File: src/rtl/gaussian_blur_3x3_tile_defines.svh
// Assertion macros shared by the blur tile RTL.
`ifndef GAUSSIAN_BLUR_3X3_TILE_DEFINES_SVH
`define GAUSSIAN_BLUR_3X3_TILE_DEFINES_SVH

// Check that the consequent holds in the same cycle as the antecedent.
`define GB3T_ASSERT_NOW(label, ante, cons, msg) \
	label: assert property (@(posedge clk) disable iff (!arst_n) (ante) |-> (cons)) \
		else $error(msg);

// Check that the consequent holds in the cycle after the antecedent.
`define GB3T_ASSERT_NEXT(label, ante, cons, msg) \
	label: assert property (@(posedge clk) disable iff (!arst_n) (ante) |=> (cons)) \
		else $error(msg);

`endif

File: src/rtl/gb3t_pkg.sv
// Shared types and constants for the 3x3 blur tile.
package gb3t_pkg;

	// Default tile geometry
	localparam int TILE_WIDTH_DEF  = 8;
	localparam int TILE_HEIGHT_DEF = 8;

	// Datapath widths
	localparam int PIX_W      = 8;
	localparam int COL_SUM_W  = 10;
	localparam int BLUR_SUM_W = 12;

	// Sequencer states
	typedef enum logic [1:0] {
		ST_LOAD,
		ST_RUN,
		ST_FETCH,
		ST_WAIT
	} gb3t_state_t;

endpackage

File: src/rtl/gb3t_pix_if.sv
// Input pixel channel: valid/ready with one pixel per word.
interface gb3t_pix_if;
	import gb3t_pkg::*;

	logic             valid;
	logic             ready;
	logic [PIX_W-1:0] pixel_in;

	modport source (output valid, output pixel_in, input ready);
	modport sink (input valid, input pixel_in, output ready);

endinterface

File: src/rtl/gb3t_res_if.sv
// Result channel: valid/ready with one blurred pixel and a last mark per word.
interface gb3t_res_if;
	import gb3t_pkg::*;

	logic             valid;
	logic             ready;
	logic [PIX_W-1:0] pixel_out;
	logic             last_out;

	modport source (output valid, output pixel_out, output last_out, input ready);
	modport sink (input valid, input pixel_out, input last_out, output ready);

endinterface

File: src/rtl/gb3t_ram.sv
// Generic simple dual-port RAM: one write port, one registered read port.
module gb3t_ram #(
	parameter int WIDTH = 8,
	parameter int DEPTH = 64
) (
	input  logic                     clk,
	input  logic                     we,
	input  logic [$clog2(DEPTH)-1:0] waddr,
	input  logic [WIDTH-1:0]         wdata,
	input  logic                     re,
	input  logic [$clog2(DEPTH)-1:0] raddr,
	output logic [WIDTH-1:0]         rdata
);

	logic [WIDTH-1:0] mem [DEPTH];

	// Write port
	always_ff @(posedge clk) begin
		if (we) begin
			mem[waddr] <= wdata;
		end
	end

	// Registered read port
	always_ff @(posedge clk) begin
		if (re) begin
			rdata <= mem[raddr];
		end
	end

endmodule

File: src/rtl/gaussian_blur_3x3_tile.sv
// Top level: 3x3 Gaussian blur over one tile held in a pixel RAM.
//
// Usage:
//   pixels  - input channel, one 8-bit pixel per word, raster order. A tile is
//             TILE_WIDTH*TILE_HEIGHT words; ready is high only while loading.
//   results - output channel, one blurred pixel per word in raster order,
//             border pixels zero, last_out set on the final word of a tile.
// Operation:
//   Ready stays high while loading, so every offered pixel is taken without
//   waiting. After the last pixel of a tile is taken the sequencer enters its
//   run state, which registers each result into the output register. A border
//   result is emitted directly; an inner result first reads one new column of
//   three pixels through the RAM's single read port, and the first inner result
//   of each row also reads its two leading columns first.
//   The next tile is accepted once the last result has entered the output
//   register.
// Reset: arst_n clears the sequencer and the output valid; the RAM contents
//   are not cleared, every entry is written before it is read.
// Stall: a held-off result waits in the output register and the sequencer
//   pauses before emitting the next result until it is taken.
module gaussian_blur_3x3_tile #(
	parameter int TILE_WIDTH  = gb3t_pkg::TILE_WIDTH_DEF,
	parameter int TILE_HEIGHT = gb3t_pkg::TILE_HEIGHT_DEF
) (
	input  logic      clk,
	input  logic      arst_n,
	gb3t_pix_if.sink  pixels,
	gb3t_res_if.source results
);
	import gb3t_pkg::*;

	`include "gaussian_blur_3x3_tile_defines.svh"

	localparam int PIX = TILE_WIDTH * TILE_HEIGHT;
	localparam int AW  = $clog2(PIX);
	localparam int RW  = $clog2(TILE_HEIGHT);
	localparam int CW  = $clog2(TILE_WIDTH);
	localparam int FW  = $clog2(TILE_WIDTH + 2);
	localparam logic [1:0] TAP_LAST = 2'd2;

	// Registers
	gb3t_state_t            state_q, state_nxt;
	logic [AW-1:0]          load_cnt_q;
	logic [RW-1:0]          row_q;
	logic [CW-1:0]          col_q;
	logic [FW-1:0]          fcol_q;
	logic [AW-1:0]          rowbase_q;
	logic [1:0]             tap_q;
	logic                   rd_valid_s1;
	logic [1:0]             rd_tap_s1;
	logic [COL_SUM_W-1:0]   acc_q;
	logic [COL_SUM_W-1:0]   v0_q, v1_q, v2_q;
	logic                   out_valid_q;
	logic [PIX_W-1:0]       pixel_q;
	logic                   last_q;

	// Combinational signals
	logic                   accept_in;
	logic                   out_free;
	logic                   is_border;
	logic                   tile_end;
	logic                   window_full;
	logic [FW-1:0]          col_p2;
	logic                   emit;
	logic                   rd_en;
	logic [AW-1:0]          tap_off;
	logic [AW-1:0]          rd_addr;
	logic [PIX_W-1:0]       rd_data;
	logic [COL_SUM_W-1:0]   acc_nxt;
	logic                   col_done;
	logic [BLUR_SUM_W-1:0]  blur_sum;

	assign accept_in     = pixels.valid && pixels.ready;
	assign pixels.ready  = (state_q == ST_LOAD);
	assign out_free      = !out_valid_q || results.ready;

	assign results.valid     = out_valid_q;
	assign results.pixel_out = pixel_q;
	assign results.last_out  = last_q;

	// Classify the current output position
	assign is_border = (row_q == '0) || (row_q == RW'(TILE_HEIGHT - 1)) ||
		(col_q == '0) || (col_q == CW'(TILE_WIDTH - 1));
	assign tile_end  = (row_q == RW'(TILE_HEIGHT - 1)) && (col_q == CW'(TILE_WIDTH - 1));
	assign col_p2      = FW'(col_q) + FW'(2);
	assign window_full = (fcol_q == col_p2);

	// Address of the pixel above, at, or below the current row in the fetch column
	always_comb begin
		case (tap_q)
			2'd0:    tap_off = '0;
			2'd1:    tap_off = AW'(TILE_WIDTH);
			default: tap_off = AW'(2 * TILE_WIDTH);
		endcase
	end
	assign rd_addr = rowbase_q - AW'(TILE_WIDTH) + tap_off + AW'(fcol_q);

	// Vertical 1-2-1 accumulation of returning pixels
	always_comb begin
		logic [COL_SUM_W-1:0] base;
		logic [COL_SUM_W-1:0] term;
		base = (rd_tap_s1 == 2'd0) ? '0 : acc_q;
		term = (rd_tap_s1 == 2'd1) ? {1'b0, rd_data, 1'b0} : {2'b00, rd_data};
		acc_nxt = base + term;
	end
	assign col_done = rd_valid_s1 && (rd_tap_s1 == TAP_LAST);

	// Horizontal 1-2-1 over the column sums, then divide by 16
	assign blur_sum = {2'b00, v0_q} + {1'b0, v1_q, 1'b0} + {2'b00, v2_q};

	// Next state and sequencer strobes
	always_comb begin
		state_nxt = state_q;
		emit      = 1'b0;
		rd_en     = 1'b0;
		unique case (state_q)
			ST_LOAD: begin
				if (accept_in && (load_cnt_q == AW'(PIX - 1))) begin
					state_nxt = ST_RUN;
				end
			end
			ST_RUN: begin
				if (is_border || window_full) begin
					if (out_free) begin
						emit = 1'b1;
						if (tile_end) begin
							state_nxt = ST_LOAD;
						end
					end
				end else begin
					state_nxt = ST_FETCH;
				end
			end
			ST_FETCH: begin
				rd_en = 1'b1;
				if (tap_q == TAP_LAST) begin
					state_nxt = ST_WAIT;
				end
			end
			ST_WAIT: begin
				state_nxt = ST_RUN;
			end
			default: begin
				state_nxt = ST_LOAD;
			end
		endcase
	end

	// Hold the state register
	always_ff @(posedge clk or negedge arst_n) begin
		if (!arst_n) begin
			state_q <= ST_LOAD;
		end else begin
			state_q <= state_nxt;
		end
	end

	// Advance counters and control flags
	always_ff @(posedge clk or negedge arst_n) begin
		if (!arst_n) begin
			load_cnt_q  <= '0;
			row_q       <= '0;
			col_q       <= '0;
			fcol_q      <= '0;
			rowbase_q   <= '0;
			tap_q       <= '0;
			rd_valid_s1 <= 1'b0;
			out_valid_q <= 1'b0;
		end else begin
			if (accept_in) begin
				load_cnt_q <= (load_cnt_q == AW'(PIX - 1)) ? '0 : load_cnt_q + AW'(1);
			end
			if (rd_en) begin
				tap_q <= (tap_q == TAP_LAST) ? 2'd0 : tap_q + 2'd1;
			end
			rd_valid_s1 <= rd_en;
			if (col_done) begin
				fcol_q <= fcol_q + FW'(1);
			end
			if (emit) begin
				if (col_q == CW'(TILE_WIDTH - 1)) begin
					col_q  <= '0;
					fcol_q <= '0;
					if (row_q == RW'(TILE_HEIGHT - 1)) begin
						row_q     <= '0;
						rowbase_q <= '0;
					end else begin
						row_q     <= row_q + RW'(1);
						rowbase_q <= rowbase_q + AW'(TILE_WIDTH);
					end
				end else begin
					col_q <= col_q + CW'(1);
				end
			end
			if (emit) begin
				out_valid_q <= 1'b1;
			end else if (results.ready) begin
				out_valid_q <= 1'b0;
			end
		end
	end

	// Hold datapath registers
	always_ff @(posedge clk) begin
		rd_tap_s1 <= tap_q;
		if (rd_valid_s1) begin
			acc_q <= acc_nxt;
		end
		if (col_done) begin
			v0_q <= v1_q;
			v1_q <= v2_q;
			v2_q <= acc_nxt;
		end
		if (emit) begin
			pixel_q <= is_border ? '0 : blur_sum[BLUR_SUM_W-1:4];
			last_q  <= tile_end;
		end
	end

	// Pixel store
	gb3t_ram #(
		.WIDTH(PIX_W),
		.DEPTH(PIX)
	) u_store (
		.clk   (clk),
		.we    (accept_in),
		.waddr (load_cnt_q),
		.wdata (pixels.pixel_in),
		.re    (rd_en),
		.raddr (rd_addr),
		.rdata (rd_data)
	);

	// Assertions
	`GB3T_ASSERT_NOW(a_last_is_border, results.valid && results.last_out, results.pixel_out == '0, "last word of a tile must be a zero border pixel")
	`GB3T_ASSERT_NEXT(a_tile_starts_run, accept_in && (load_cnt_q == AW'(PIX - 1)), (state_q == ST_RUN) && (row_q == '0) && (col_q == '0), "full tile must start emission at the first pixel")
	`GB3T_ASSERT_NOW(a_wait_gets_last_tap, state_q == ST_WAIT, rd_valid_s1 && (rd_tap_s1 == TAP_LAST), "column wait without the last tap returning")

endmodule

File: src/flat_wrapper.sv
// flat-port wrapper written by rule: the top's interface ports become plain ports
module gaussian_blur_3x3_tile_flat import gb3t_pkg::*;
#(
	parameter int TILE_WIDTH  = gb3t_pkg::TILE_WIDTH_DEF,
	parameter int TILE_HEIGHT = gb3t_pkg::TILE_HEIGHT_DEF
)
  (clk, arst_n, pixels_valid, pixels_pixel_in, pixels_ready, results_valid, results_pixel_out, results_last_out, results_ready);
  gb3t_pix_if pixels_i ();
  gb3t_res_if results_i ();
  input  logic clk;
  input  logic arst_n;
  input wire logic [$bits(pixels_i.valid)-1:0] pixels_valid;
  input wire logic [$bits(pixels_i.pixel_in)-1:0] pixels_pixel_in;
  output wire logic [$bits(pixels_i.ready)-1:0] pixels_ready;
  output wire logic [$bits(results_i.valid)-1:0] results_valid;
  output wire logic [$bits(results_i.pixel_out)-1:0] results_pixel_out;
  output wire logic [$bits(results_i.last_out)-1:0] results_last_out;
  input wire logic [$bits(results_i.ready)-1:0] results_ready;
  assign pixels_i.valid = pixels_valid;
  assign pixels_i.pixel_in = pixels_pixel_in;
  assign pixels_ready = pixels_i.ready;
  assign results_valid = results_i.valid;
  assign results_pixel_out = results_i.pixel_out;
  assign results_last_out = results_i.last_out;
  assign results_i.ready = results_ready;
  gaussian_blur_3x3_tile #(.TILE_WIDTH(TILE_WIDTH), .TILE_HEIGHT(TILE_HEIGHT)) u_core (.clk(clk), .arst_n(arst_n), .pixels(pixels_i), .results(results_i));
endmodule
File: config.mk
export PLATFORM = sky130hd
export DESIGN_NAME = gaussian_blur_3x3_tile_flat
export DESIGN_NICKNAME = d
export VERILOG_FILES = /design/src/rtl/gb3t_pkg.sv /design/src/rtl/gb3t_pix_if.sv /design/src/rtl/gb3t_res_if.sv /design/src/rtl/gb3t_ram.sv /design/src/rtl/gaussian_blur_3x3_tile.sv /design/src/flat_wrapper.sv
export VERILOG_INCLUDE_DIRS = /design/src /design/src/rtl
export SDC_FILE = /design/constraint.sdc
export NUM_CORES = 1
export LEC_CHECK = 0
export ABC_AREA = 1
export BUFFER_PORTS_ARGS = -buffer_cell sky130_fd_sc_hd__buf_2
export CORE_MARGIN = 2
export CORE_UTILIZATION = 57
export CTS_CLUSTER_DIAMETER = 150
export DETAILED_ROUTE_END_ITERATION = 10
export PLACE_DENSITY = 0.73
export SLEW_MARGIN = 40
export SYNTH_ARGS = -nofsm -noshare
export SYNTH_HDL_FRONTEND = slang
export SYNTH_SLANG_ARGS = --single-unit
File: constraint.sdc
create_clock -name clk -period 3.2 [get_ports clk]
set_input_delay 0.96 -clock clk [delete_from_list [all_inputs] [get_ports clk]]
set_output_delay 0.96 -clock clk [all_outputs]
set_load 0.1 [all_outputs]
==> summary.md, run 1 <==
| Metric | Value |
|---|---|
| Gpl congestion | 0.947 |
| Total grt overflow | 0 |
| Post-CTS sizing | 0 |
| WL/cell | 20.5 µm |
| Number of hold buffers added after CTS | 0 |
| Number of synthesized flops with an enable pin | 569 |
| Largest net degree at the start of global routing | 178 |
| Filler Cell Count | 3388 |
| ANT nets after route | 0 |
| Final Setup Violations | 0 |
| Worst r2r src | u_core.tap_q[1] |
| Post-route minimum period | 2940 ps |
| CTS Buffer Depth | 3 |
| Crit Path Max Fanout | 32 |
| Hold Crit Class | input port to asynchronous set/reset pin |
| HPWL after DPL | 41800 µm |
| Number of global-route vias before repair | 17300 |
| Top cell type's share of synthesized area | 64.6% |
| Commonest non-fill, non-tap cell in the layout | nand2_1 |
| Core area | 0.0456 mm² |
| # rows | 78 |
| Slew Limit Fails | 0 |
| Via count | 17900 |
| Height of the die | 219 µm |
| Sequential share of the synthesized area | 67.1% |
| Worst-case reg-to-reg path depth | 12 |
| Clock Skew | 29.9 ps |
| Leak pwr | 12.1 nW |
| CP endpoint kind | register |
| Rel. slew slack | 41.2% |
| Nets | 2634 |
| Clk pwr share | 23.5% |
| Port bufs | 22 |
| Clock root cell | clkbuf_16 |
| Reg clk slew, reported paths | 70 ps |
| CTS buffer count | 59 |
| Synth Warn # | 0 |
| Final Cycle Share | 92.0% |
| Post-DR vias/cell | 5.58 |
| P_int | 0.0164 W |
| Flop pwr share | 34.0% |
| RSZ-0062 raised after global routing | false |
| Ranking of synthesized cells by area | edfxtp_1 (65%), nand2_1 (12%), nand3_1 (6.5%) |
| Highest routed layer | met4 |
| Crit Path Class | register to register |
| Sw Share | 41.5% |
| Final hold vios | 0 |
| Clk_lat worst skew | 630 ps |
| Post-synth top flop | edfxtp_1 |
| Syn Area/Cell | 10.7 µm² |
| Initial antenna violation count | 0 |
| Outcome | complete, no violations |
| FF-to-FF setup slack | 260 ps |
| First-pass GRT wire length | 101000 µm |
| Worst VDD drop | 1.04 mV |
| Pwr Density | 952 mW/mm² |
| Io pins | 23 |
| Distinct cells, synth | 39 |
| Synth Register Bits | 596 |
| # Post-CTS Setup Buffers | 0 |
| R2R Path End | u_core.u_store.rdata[3] |
| Htree depth | 2 |
| Cell taking the most area after synthesis | edfxtp_1 |
| Fraction of registers with async set/reset | 4.19% |
| Gr usage total | 28.2% |
| Arr. time, crit path | 3440 ps |
| Most frequent cells in the layout | nand2_1 (823), edfxtp_1 (569), nand3_1 (344) |
| CP Launch Type | register |
| Final wirelength | 65900 µm |
| Setup WS pre-CTS | 342 ps |
| Share of cells above drive strength 1 | 8.71% |
| DP Area | 0.0277 mm² |
| Mapped Cells | 2485 |
| Initial Util | 58.1% |
| DRT iter0 DRCs | 1977 |
| WP data required | 3690 ps |
| DR WL met3 | 5010 µm |
| Net switching power | 0.0116 W |
| Comb pwr share | 42.5% |
| Max Clk Rate | 340 MHz |
| Met2 wire length | 31200 µm |
| Pre-Repair DR Iteration Count | 6 |
| Total Neg Setup Slack | 0 ps |
| Die W | 219 µm |
| Post-synthesis cell area | 0.0265 mm² |
| ANT cells | 0 |
| Min Hold Slack | 372 ps |
| Max-capacitance violation count | 0 |
| Final WS setup | 255 ps |
| Area growth, synth to finish | 11.4% |
| Clock sinks | 596 |
| Worst-margin pin slew | 882 ps |
| Die area | 0.0482 mm² |
| Wire length on met1 | 26300 µm |
| CTS tree | yes |
| Post-route design area | 0.0295 mm² |
| DRC | 0 |
[synth_stat cells (5+ instances only)]
| cell | count |
|---|---|
| a21oi_1 | 27 |
| buf_1 | 20 |
| buf_2 | 48 |
| buf_6 | 27 |
| clkbuf_1 | 12 |
| dfrtp_1 | 25 |
| edfxtp_1 | 569 |
| fa_1 | 12 |
| ha_1 | 38 |
| inv_1 | 271 |
| nand2_1 | 823 |
| nand3_1 | 344 |
| nor2_1 | 144 |
| nor3_1 | 5 |
| o211ai_1 | 28 |
| o21ai_0 | 34 |
| o21ai_1 | 12 |
| xnor2_1 | 6 |
| xor2_1 | 12 |
[final cells by class]
cell class / count / area, µm² / share of cell area, %
sequential: 596 / 17800 / 60.2
multi-input combinational: 1507 / 7020 / 23.8
clock buffer: 84 / 1680 / 5.71
timing repair buffer: 132 / 1090 / 3.68
inverter: 276 / 1040 / 3.54
tap: 600 / 751 / 2.55
clock inverter: 22 / 156 / 0.530
[how the worst max path moves through the flow]
stage	slack, ps	to	from	depth (start not counted)
after CTS	300	u_core.u_store.rdata[3]	u_core.tap_q[1]	12
after global placement	400	u_core.u_store.rdata[7]	u_core.tap_q[1]	12
final	260	u_core.u_store.rdata[3]	u_core.tap_q[1]	12
after global routing	70	u_core.u_store.rdata[7]	u_core.tap_q[1]	12
after detailed placement	340	u_core.u_store.rdata[3]	u_core.tap_q[1]	12
after floorplan	30	u_core.u_store.mem[47][0]	u_core.state_q[0]	6
[state kept, by name, summed over array words and instances, names as in the netlist]
name,cells
u_core.state_q,2
u_core.results.valid,1
u_core.rd_valid_s1,1
u_core.rd_tap_s1,2
u_core.u_store.mem,512
u_core.v2_q,10
u_core.results.last_out,1
u_core.results.pixel_out,8
u_core.row_q,3
u_core.load_cnt_q,6
u_core.u_store.rdata,8
u_core.v1_q,10
u_core.tap_q,2
u_core.fcol_q,4
u_core.col_q,3
u_core.rowbase_q,3
u_core.v0_q,10
u_core.acc_q,10
[metal layers]
layer  GRT usage, %  up-vias
met5              0        -
li1               -     8422
met4           14.4        0
met3           3.92      155
met1           38.0     8563
met2           45.2      804
[worst max-delay path: stages, from the launching register on]
cell and delay (ps):
dfrtp_1 410, inv_1 110, nand2_1 60, ha_1 290
inv_1 60, fa_1 490, fa_1 490, inv_1 80
buf_4 320, nand3_1 140, nand3_1 90, nand3_1 140
nand2_1 120
[power by group through the flow]
stage,clock network [W],registers [W],logic [W]
after floorplan,0,0.0100,0.00793
after global placement,0,0.00967,0.0116
after detailed placement,0,0.00969,0.0117
after CTS,0.00668,0.00953,0.0118
after global routing,0.00698,0.00957,0.0130
final,0.00661,0.00953,0.0119
[cells by family after synthesis]
kind of cell / Yosys count / synth area share [%]
simple gates: 1327 / 20.7
xor+xnor: 19 / 0.657
buf+inv: 385 / 6.52
flops: 596 / 67.1
other cells: 1 / 0.0142
compound gates: 107 / 2.34
fa+ha+maj: 50 / 2.70
[per-stage QoR]
stage / cells / total power [W] / util [%]
after floorplan: 2488 / 0.0180 / -
after global placement: 3111 / 0.0212 / 60.7
after detailed placement: 3111 / 0.0214 / 60.7
after CTS: 3217 / 0.0280 / 64.7
after global routing: 3217 / 0.0296 / 64.7
final: 3217 / 0.0281 / 64.7
Note: power is estimated with default switching activity, not from simulation.
==> inputs of run 2 (changes only) <==
SYNTH_HIERARCHICAL = 1   (was not set)
==> run 2 against run 1 <==
Compared with the run above: sequential cell count unchanged; synthesized area fell by 2.8%; clock skew down 16 ps; maximum frequency is 6.8% higher; register-to-register slack better by 300 ps; via count decreased by 4.6%; critical endpoint is now pixels_ready; largest power group is now sequential cells; highest routed layer unchanged.
==> summary.md, run 2 <==
| Metric | Value |
|---|---|
| P_int | 0.0129 W (-22%) |
| Post-Synth Adder-Cell Area | 2.70% (about the same) |
| Ranking of synthesized cells by area | edfxtp_1 (66%), nand2_1 (11%), nand3_1 (8.9%) |
| Arr. time, crit path | 1800 ps (-1640 ps) |
| First-pass GRT wire length | 91800 µm (-9.3%) |
| Pwr Density | 563 mW/mm² (-41%) |
| Height of the die | 216 µm (-1.4%) |
| Sequential share of the synthesized area | 69.0% (+1.9 points) |
| Mux share of post-synthesis cell area | 0% (unchanged) |
| Worst VDD drop | 0.380 mV (-64%) |
| Post-synth top flop | edfxtp_1 |
| Post-route minimum period | 2760 ps (-187 ps) |
| ANT nets after route | 0 (unchanged) |
| Slew Limit Fails | 0 (unchanged) |
| Area growth, synth to finish | 11.8% |
| FF-to-FF setup slack | 560 ps (+300 ps) |
| Overall Power | 0.0162 W (-42%) |
| Post-synthesis cell area | 0.0257 mm² (-2.8%) |
| Post-CTS sizing | 0 (unchanged) |
| Gr usage total | 25.6% (-2.6 points) |
| DRT iter0 DRCs | 2095 (+6.0%) |
| Clk pwr share | 43.5% (+20 points) |
| Net switching power | 0.00331 W (-72%) |
| Synth Warn # | 6 (+6) |
| Final wirelength | 59000 µm (-10%) |
| Nets | 2384 (-9.5%) |
| Largest net degree at the start of global routing | 146 (-18%) |
| DRC | 0 (unchanged) |
| Max-capacitance violation count | 0 (unchanged) |
| HPWL after DPL | 34900 µm (-17%) |
| Clock Skew | 13.8 ps (-16.1 ps) |
| Reg clk slew, reported paths | 60 ps (about the same) |
| Post-route design area | 0.0288 mm² (-2.5%) |
| Mapped Cells | 2253 (-9.3%) |
| Crit Path Max Fanout | 3 (-91%) |
| Synth cell count leaders | nand2_1 (763), edfxtp_1 (569), nand3_1 (456) |
| Fraction of registers with async set/reset | 4.19% (unchanged) |
| Syn Area/Cell | 11.4 µm² (+7.2%) |
| Final Cycle Share | 86.2% (-5.8 points) |
| CP endpoint kind | output pin |
| Outcome | complete, no violations |
| Number of synthesized flops with an enable pin | 569 (unchanged) |
| Cell taking the most area after synthesis | edfxtp_1 |
| Post-synthesis compound-gate area fraction | 1.23% (-1.1 points) |
| Total Neg Setup Slack | 0 ps (unchanged) |
| Final Setup Violations | 0 (unchanged) |
| DP Area | 0.0268 mm² (-3.1%) |
| Port bufs | 22 (unchanged) |
| Worst-path cell chain | inv_1 -> ha_2 -> buf_2 |
| Die W | 216 µm (-1.4%) |
| Hold Crit Class | input port to asynchronous set/reset pin |
| Initial Util | 57.9% (-0.15 points) |
| RSZ-0062 raised after global routing | false |
| CTS tree | yes |
| Worst-margin pin slew | 803 ps (-78.5 ps) |
| Flop pwr share | 53.1% (+19 points) |
| Htree depth | 2 (unchanged) |
| CTS buffer count | 57 (-3.4%) |
| Most numerous cell in the Yosys netlist | nand2_1 |
| Max Clk Rate | 363 MHz (+6.8%) |
| Initial antenna violation count | 0 (unchanged) |
| Comb pwr share | 3.5% (-39 points) |
| WL/cell | 19.9 µm (-2.7%) |
| Filler Cell Count | 3276 (-3.3%) |
| Crit Path Class | register to output pin |
| Clk_lat worst skew | 620 ps (about the same) |
| Clock sinks | 596 (unchanged) |
| Post-DR vias/cell | 5.77 (+3.5%) |
| Top cell type's share of synthesized area | 66.4% (+1.9 points) |
| Total grt overflow | 0 (unchanged) |
| Largest family of logic cells by synthesized area | simple AND/OR/NAND/NOR gates |
| Gpl congestion | 0.876 (-7.4%) |
| Post-synthesis simple-gate area fraction | 22.2% (+1.5 points) |
| Core area | 0.0444 mm² (-2.6%) |
| Distinct cells, synth | 37 (-5.1%) |
| Commonest non-fill, non-tap cell in the layout | nand2_1 |
| R2R Path End | u_core/u_store/rdata[1] |
| Most frequent cells in the layout | nand2_1 (763), edfxtp_1 (569), nand3_1 (456) |
| Final hold vios | 0 (unchanged) |
| Pre-Repair DR Iteration Count | 6 (unchanged) |
| Number of global-route vias before repair | 16500 (-4.6%) |
| Worst-case reg-to-reg path depth | 10 (-2) |
| Via count | 17100 (-4.6%) |
| Worst r2r src | u_core/tap_q[1] |
| Leak pwr | 10.9 nW (-9.9%) |
| Share of cells above drive strength 1 | 10.2% (+1.5 points) |
| Io pins | 23 (unchanged) |
| Flip-flop count of the largest register after layout | 512 (unchanged) |
| Register with the most flip-flops | u_core/u_store/mem |
| Die area | 0.0468 mm² (-2.8%) |
| CP Launch Type | register |
| Clock root cell | clkbuf_16 |
| Sw Share | 20.4% (-21 points) |
| Number of hold buffers added after CTS | 0 (unchanged) |
| Slowest CP cell | buf_2 |
| XOR/XNOR Fraction of Synth Area | 0.545% (-0.11 points) |
| # Post-CTS Setup Buffers | 0 (unchanged) |
| WP data required | 2240 ps (-1450 ps) |
| Slowest stage delay, CP | 440 ps (-50 ps) |
| # rows | 77 (-1.3%) |
| Synth Register Bits | 596 (unchanged) |
| Rel. slew slack | 46.5% (+5.2 points) |
| CTS Buffer Depth | 3 (unchanged) |
[run 2: kinds of logic after synthesis]
family          after synthesis
fa+ha+maj                    49
compound gates               57
other cells                   1
simple gates               1341
flops                       596
xor+xnor                     16
buf+inv                     193
[run 2: worst max path at each step]
stage	from	endpoint	slack (ps)	depth (start not counted)
after global placement	pixels_valid	u_core/u_store/mem[48][5]	370	6
final	u_core/state_q[0]	pixels_ready	440	3
after CTS	u_core/state_q[0]	pixels_ready	430	3
after detailed placement	pixels_valid	u_core/u_store/mem[50][1]	270	6
after global routing	u_core/tap_q[1]	u_core/u_store/rdata[1]	260	10
after floorplan	u_core/state_q[0]	u_core/u_store/mem[52][0]	200	7
[run 2: power by group through the flow]
stage | Clock (W) | Sequential (W) | Combinational, W
2_1_floorplan | 0 | 0.00876 | 0.000280
3_3_place_gp | 0 | 0.00876 | 0.000537
3_5_place_dp | 0 | 0.00876 | 0.000551
4_1_cts | 0.00713 | 0.00860 | 0.000555
5_1_grt | 0.00741 | 0.00859 | 0.000615
6_report | 0.00704 | 0.00860 | 0.000561
[run 2: worst max-delay path, delay by kind of cell (launching register included)]
family | cells | cell delay, ps
fa+ha+maj | 1 | 240
flops | 1 | 410
buf+inv | 2 | 540
[run 2: layer usage]
layer / vias up / wire [µm] / global-route usage [%]
li1: 7947 / - / -
met1: 8185 / 23400 / 34.3
met2: 834 / 28500 / 42.3
met3: 146 / 4920 / 3.83
met4: 0 / 2190 / 10.3
met5: - / 0 / 0
[run 2: layout make-up]
type	instances	area (µm²)	area share [%]
well taps	592	741	2.58
diodes	1	2.50	0.00870
flip-flops and latches	596	17800	61.8
repair buffers	122	1060	3.69
clock inverters	46	524	1.82
clock buffers	61	1440	5.01
multi-input cells	1466	6920	24.1
inverters	80	308	1.07
[run 2: per-stage QoR]
step	instances	hold WS [ps]	setup WS, ps	util [%]
final	2964	348	442	64.8
after global routing	2963	384	262	64.7
after CTS	2963	345	429	64.7
after detailed placement	2856	398	273	60.3
after global placement	2856	391	366	60.3
after floorplan	2255	367	196	-
==> inputs of run 3 (changes only) <==
MAX_ROUTING_LAYER = met4   (was not set)
==> run 3 against run 2 <==
Compared with the run above: largest power group unchanged; highest routed layer unchanged; utilization up 0.29 points; count of clock-buffer cells in the layout up 12; final cell count up 0.27%; sequential cell count unchanged; sequential power about the same; wire length up 1.6%.
==> summary.md, run 3 (synthesized netlist as in run 2, its figures left out) <==
| Metric | Value |
|---|---|
| Gpl congestion | 0.897 (+2.3%) |
| First-pass GRT wire length | 93800 µm (+2.2%) |
| Rel. slew slack | 49.1% (+2.6 points) |
| Final wirelength | 59900 µm (+1.6%) |
| CTS tree | yes |
| WL/cell | 20.2 µm (+1.3%) |
| Met1 Track Usage GR | 34.9% (+0.67 points) |
| Pwr Density | 574 mW/mm² (+1.9%) |
| Most frequent cells in the layout | nand2_1 (763), edfxtp_1 (569), nand3_1 (456) |
| Commonest non-fill, non-tap cell in the layout | nand2_1 |
| Post-DR vias/cell | 5.76 (-0.18%) |
| GR peak layer | met2 |
| CP Launch Type | register |
| Leak pwr | 11.0 nW (+0.67%) |
| CP endpoint kind | output pin |
| Gr usage total | 26.8% (+1.3 points) |
| Nets | 2389 (+0.21%) |
| Flip-flop count of the largest register after layout | 512 (unchanged) |
| Total grt overflow | 0 (unchanged) |
| CP endpoint | pixels_ready |
| Worst-case reg-to-reg path depth | 12 (+2) |
| Max Clk Rate | 366 MHz (+0.89%) |
| Worst VDD drop | 0.436 mV (+15%) |
| Total Neg Setup Slack | 0 ps (unchanged) |
| Clock Skew | 26.9 ps (+13.1 ps) |
| HPWL after DPL | 35200 µm (+0.95%) |
| Initial Util | 57.9% (unchanged) |
| Reg clk slew, reported paths | 60 ps (about the same) |
| Overall Power | 0.0166 W (+2.4%) |
| DP Area | 0.0268 mm² (about the same) |
| Clock root cell | clkbuf_16 |
| Largest net degree at the start of global routing | 138 (-5.5%) |
| Final hold vios | 0 (unchanged) |
| Crit Path Class | register to output pin |
| Fin util | 65.0% (+0.29 points) |
| Share of cells above drive strength 1 | 10.1% (-0.11 points) |
| Clock sinks | 596 (unchanged) |
| Initial antenna violation count | 1 (+1) |
| Area growth, synth to finish | 12.3% |
| R2R Path End | u_core/v2_q[8] |
| CTS buffer count | 59 (+3.5%) |
| Outcome | complete, no violations |
| M3 GR Usage | 3.56% (-0.27 points) |
| Htree depth | 2 (unchanged) |
| Setup WS pre-CTS | 306 ps (+33.0 ps) |
| RSZ-0062 raised after global routing | false |
| Final WS setup | 466 ps (+24.3 ps) |
| Register with the most flip-flops | u_core/u_store/mem |
| # rows | 77 (unchanged) |
| Worst r2r src | u_core/rd_tap_s1[0] |
| FF-to-FF setup slack | 500 ps (-60 ps) |
| Number of hold buffers added after CTS | 0 (unchanged) |
| # Post-CTS Setup Buffers | 0 (unchanged) |
| Post-route minimum period | 2730 ps (-24.3 ps) |
| Number of global-route vias before repair | 17000 (+2.6%) |
| Pre-Repair DR Iteration Count | 6 (unchanged) |
| Max-capacitance violation count | 0 (unchanged) |
| Filler Cell Count | 3187 (-2.7%) |
| Port bufs | 22 (unchanged) |
| Slew Limit Fails | 0 (unchanged) |
| Worst-margin pin slew | 764 ps (-39.1 ps) |
| FF/Latch Area | 0.0178 mm² (unchanged) |
| Die area | 0.0468 mm² (unchanged) |
| Die W | 216 µm (unchanged) |
| Post-route design area | 0.0289 mm² (+0.45%) |
| DRC | 0 (unchanged) |
| Io pins | 23 (unchanged) |
| Hold Crit Class | input port to asynchronous set/reset pin |
| Clk_lat worst skew | 620 ps (about the same) |
| Via count | 17100 (+0.094%) |
| Post-CTS sizing | 0 (unchanged) |
| Final Cycle Share | 85.4% (-0.76 points) |
| Core area | 0.0444 mm² (unchanged) |
| Height of the die | 216 µm (unchanged) |
| DRT iter0 DRCs | 2164 (+3.3%) |
| Crit path from | u_core/state_q[0] |
| Crit Path Max Fanout | 3 (unchanged) |
| ANT nets after route | 0 (unchanged) |
| Final Setup Violations | 0 (unchanged) |
| CTS Buffer Depth | 3 (unchanged) |
| Arr. time, crit path | 1770 ps (-30 ps) |
| M2 GR Usage | 43.5% (+1.2 points) |
| WP data required | 2240 ps (about the same) |
| Area occupied by multi-input gates | 0.00692 mm² (unchanged) |
[run 3: worst max-delay path: stages, from the launching register on]
cell and delay, ps:
dfrtp_1 400, inv_1 100, ha_2 230, buf_2 440
[run 3: final cells by class]
| type | count | area share, % |
|---|---|---|
| antenna | 2 | 0.0173 |
| sequential | 596 | 61.5 |
| clock buffer | 73 | 5.44 |
| multi-input combinational | 1466 | 24.0 |
| inverter | 80 | 1.07 |
| tap | 592 | 2.56 |
| timing repair buffer | 125 | 3.69 |
| clock inverter | 38 | 1.79 |
[run 3: how the worst min path moves through the flow]
stage / slack, ps / cells past startpoint / end / start
finish: 340 / 1 / u_core/results.valid / arst_n
global route: 380 / 1 / u_core/row_q[0] / arst_n
floorplan: 370 / 0 / u_core/rd_tap_s1[0] / u_core/tap_q[0]
CTS: 360 / 1 / u_core/results.valid / arst_n
detailed placement: 400 / 0 / u_core/rd_tap_s1[0] / u_core/tap_q[0]
global placement: 380 / 0 / u_core/rd_tap_s1[0] / u_core/tap_q[0]
[run 3: layer usage]
| layer | up-vias | routed length (µm) | share of wire [%] |
|---|---|---|---|
| met5 | - | 0 | 0 |
| met4 | 0 | 1850 | 3.1 |
| met3 | 128 | 5070 | 8.5 |
| met2 | 773 | 29500 | 49 |
| met1 | 8266 | 23500 | 39 |
| li1 | 7961 | - | - |
[run 3: report_power, final]
| group | internal [W] | switching [W] |
|---|---|---|
| logic | 0.000152 | 0.000413 |
| registers | 0.00858 | 0.0000121 |
| clock network | 0.00452 | 0.00290 |
| total | 0.0133 | 0.00332 |
[run 3: through the flow]
stage          std cells  hold slack, ps
6_report            2972             343
5_1_grt             2971             384
4_1_cts             2970             358
3_5_place_dp        2859             401
3_3_place_gp        2858             383
2_1_floorplan       2255             367
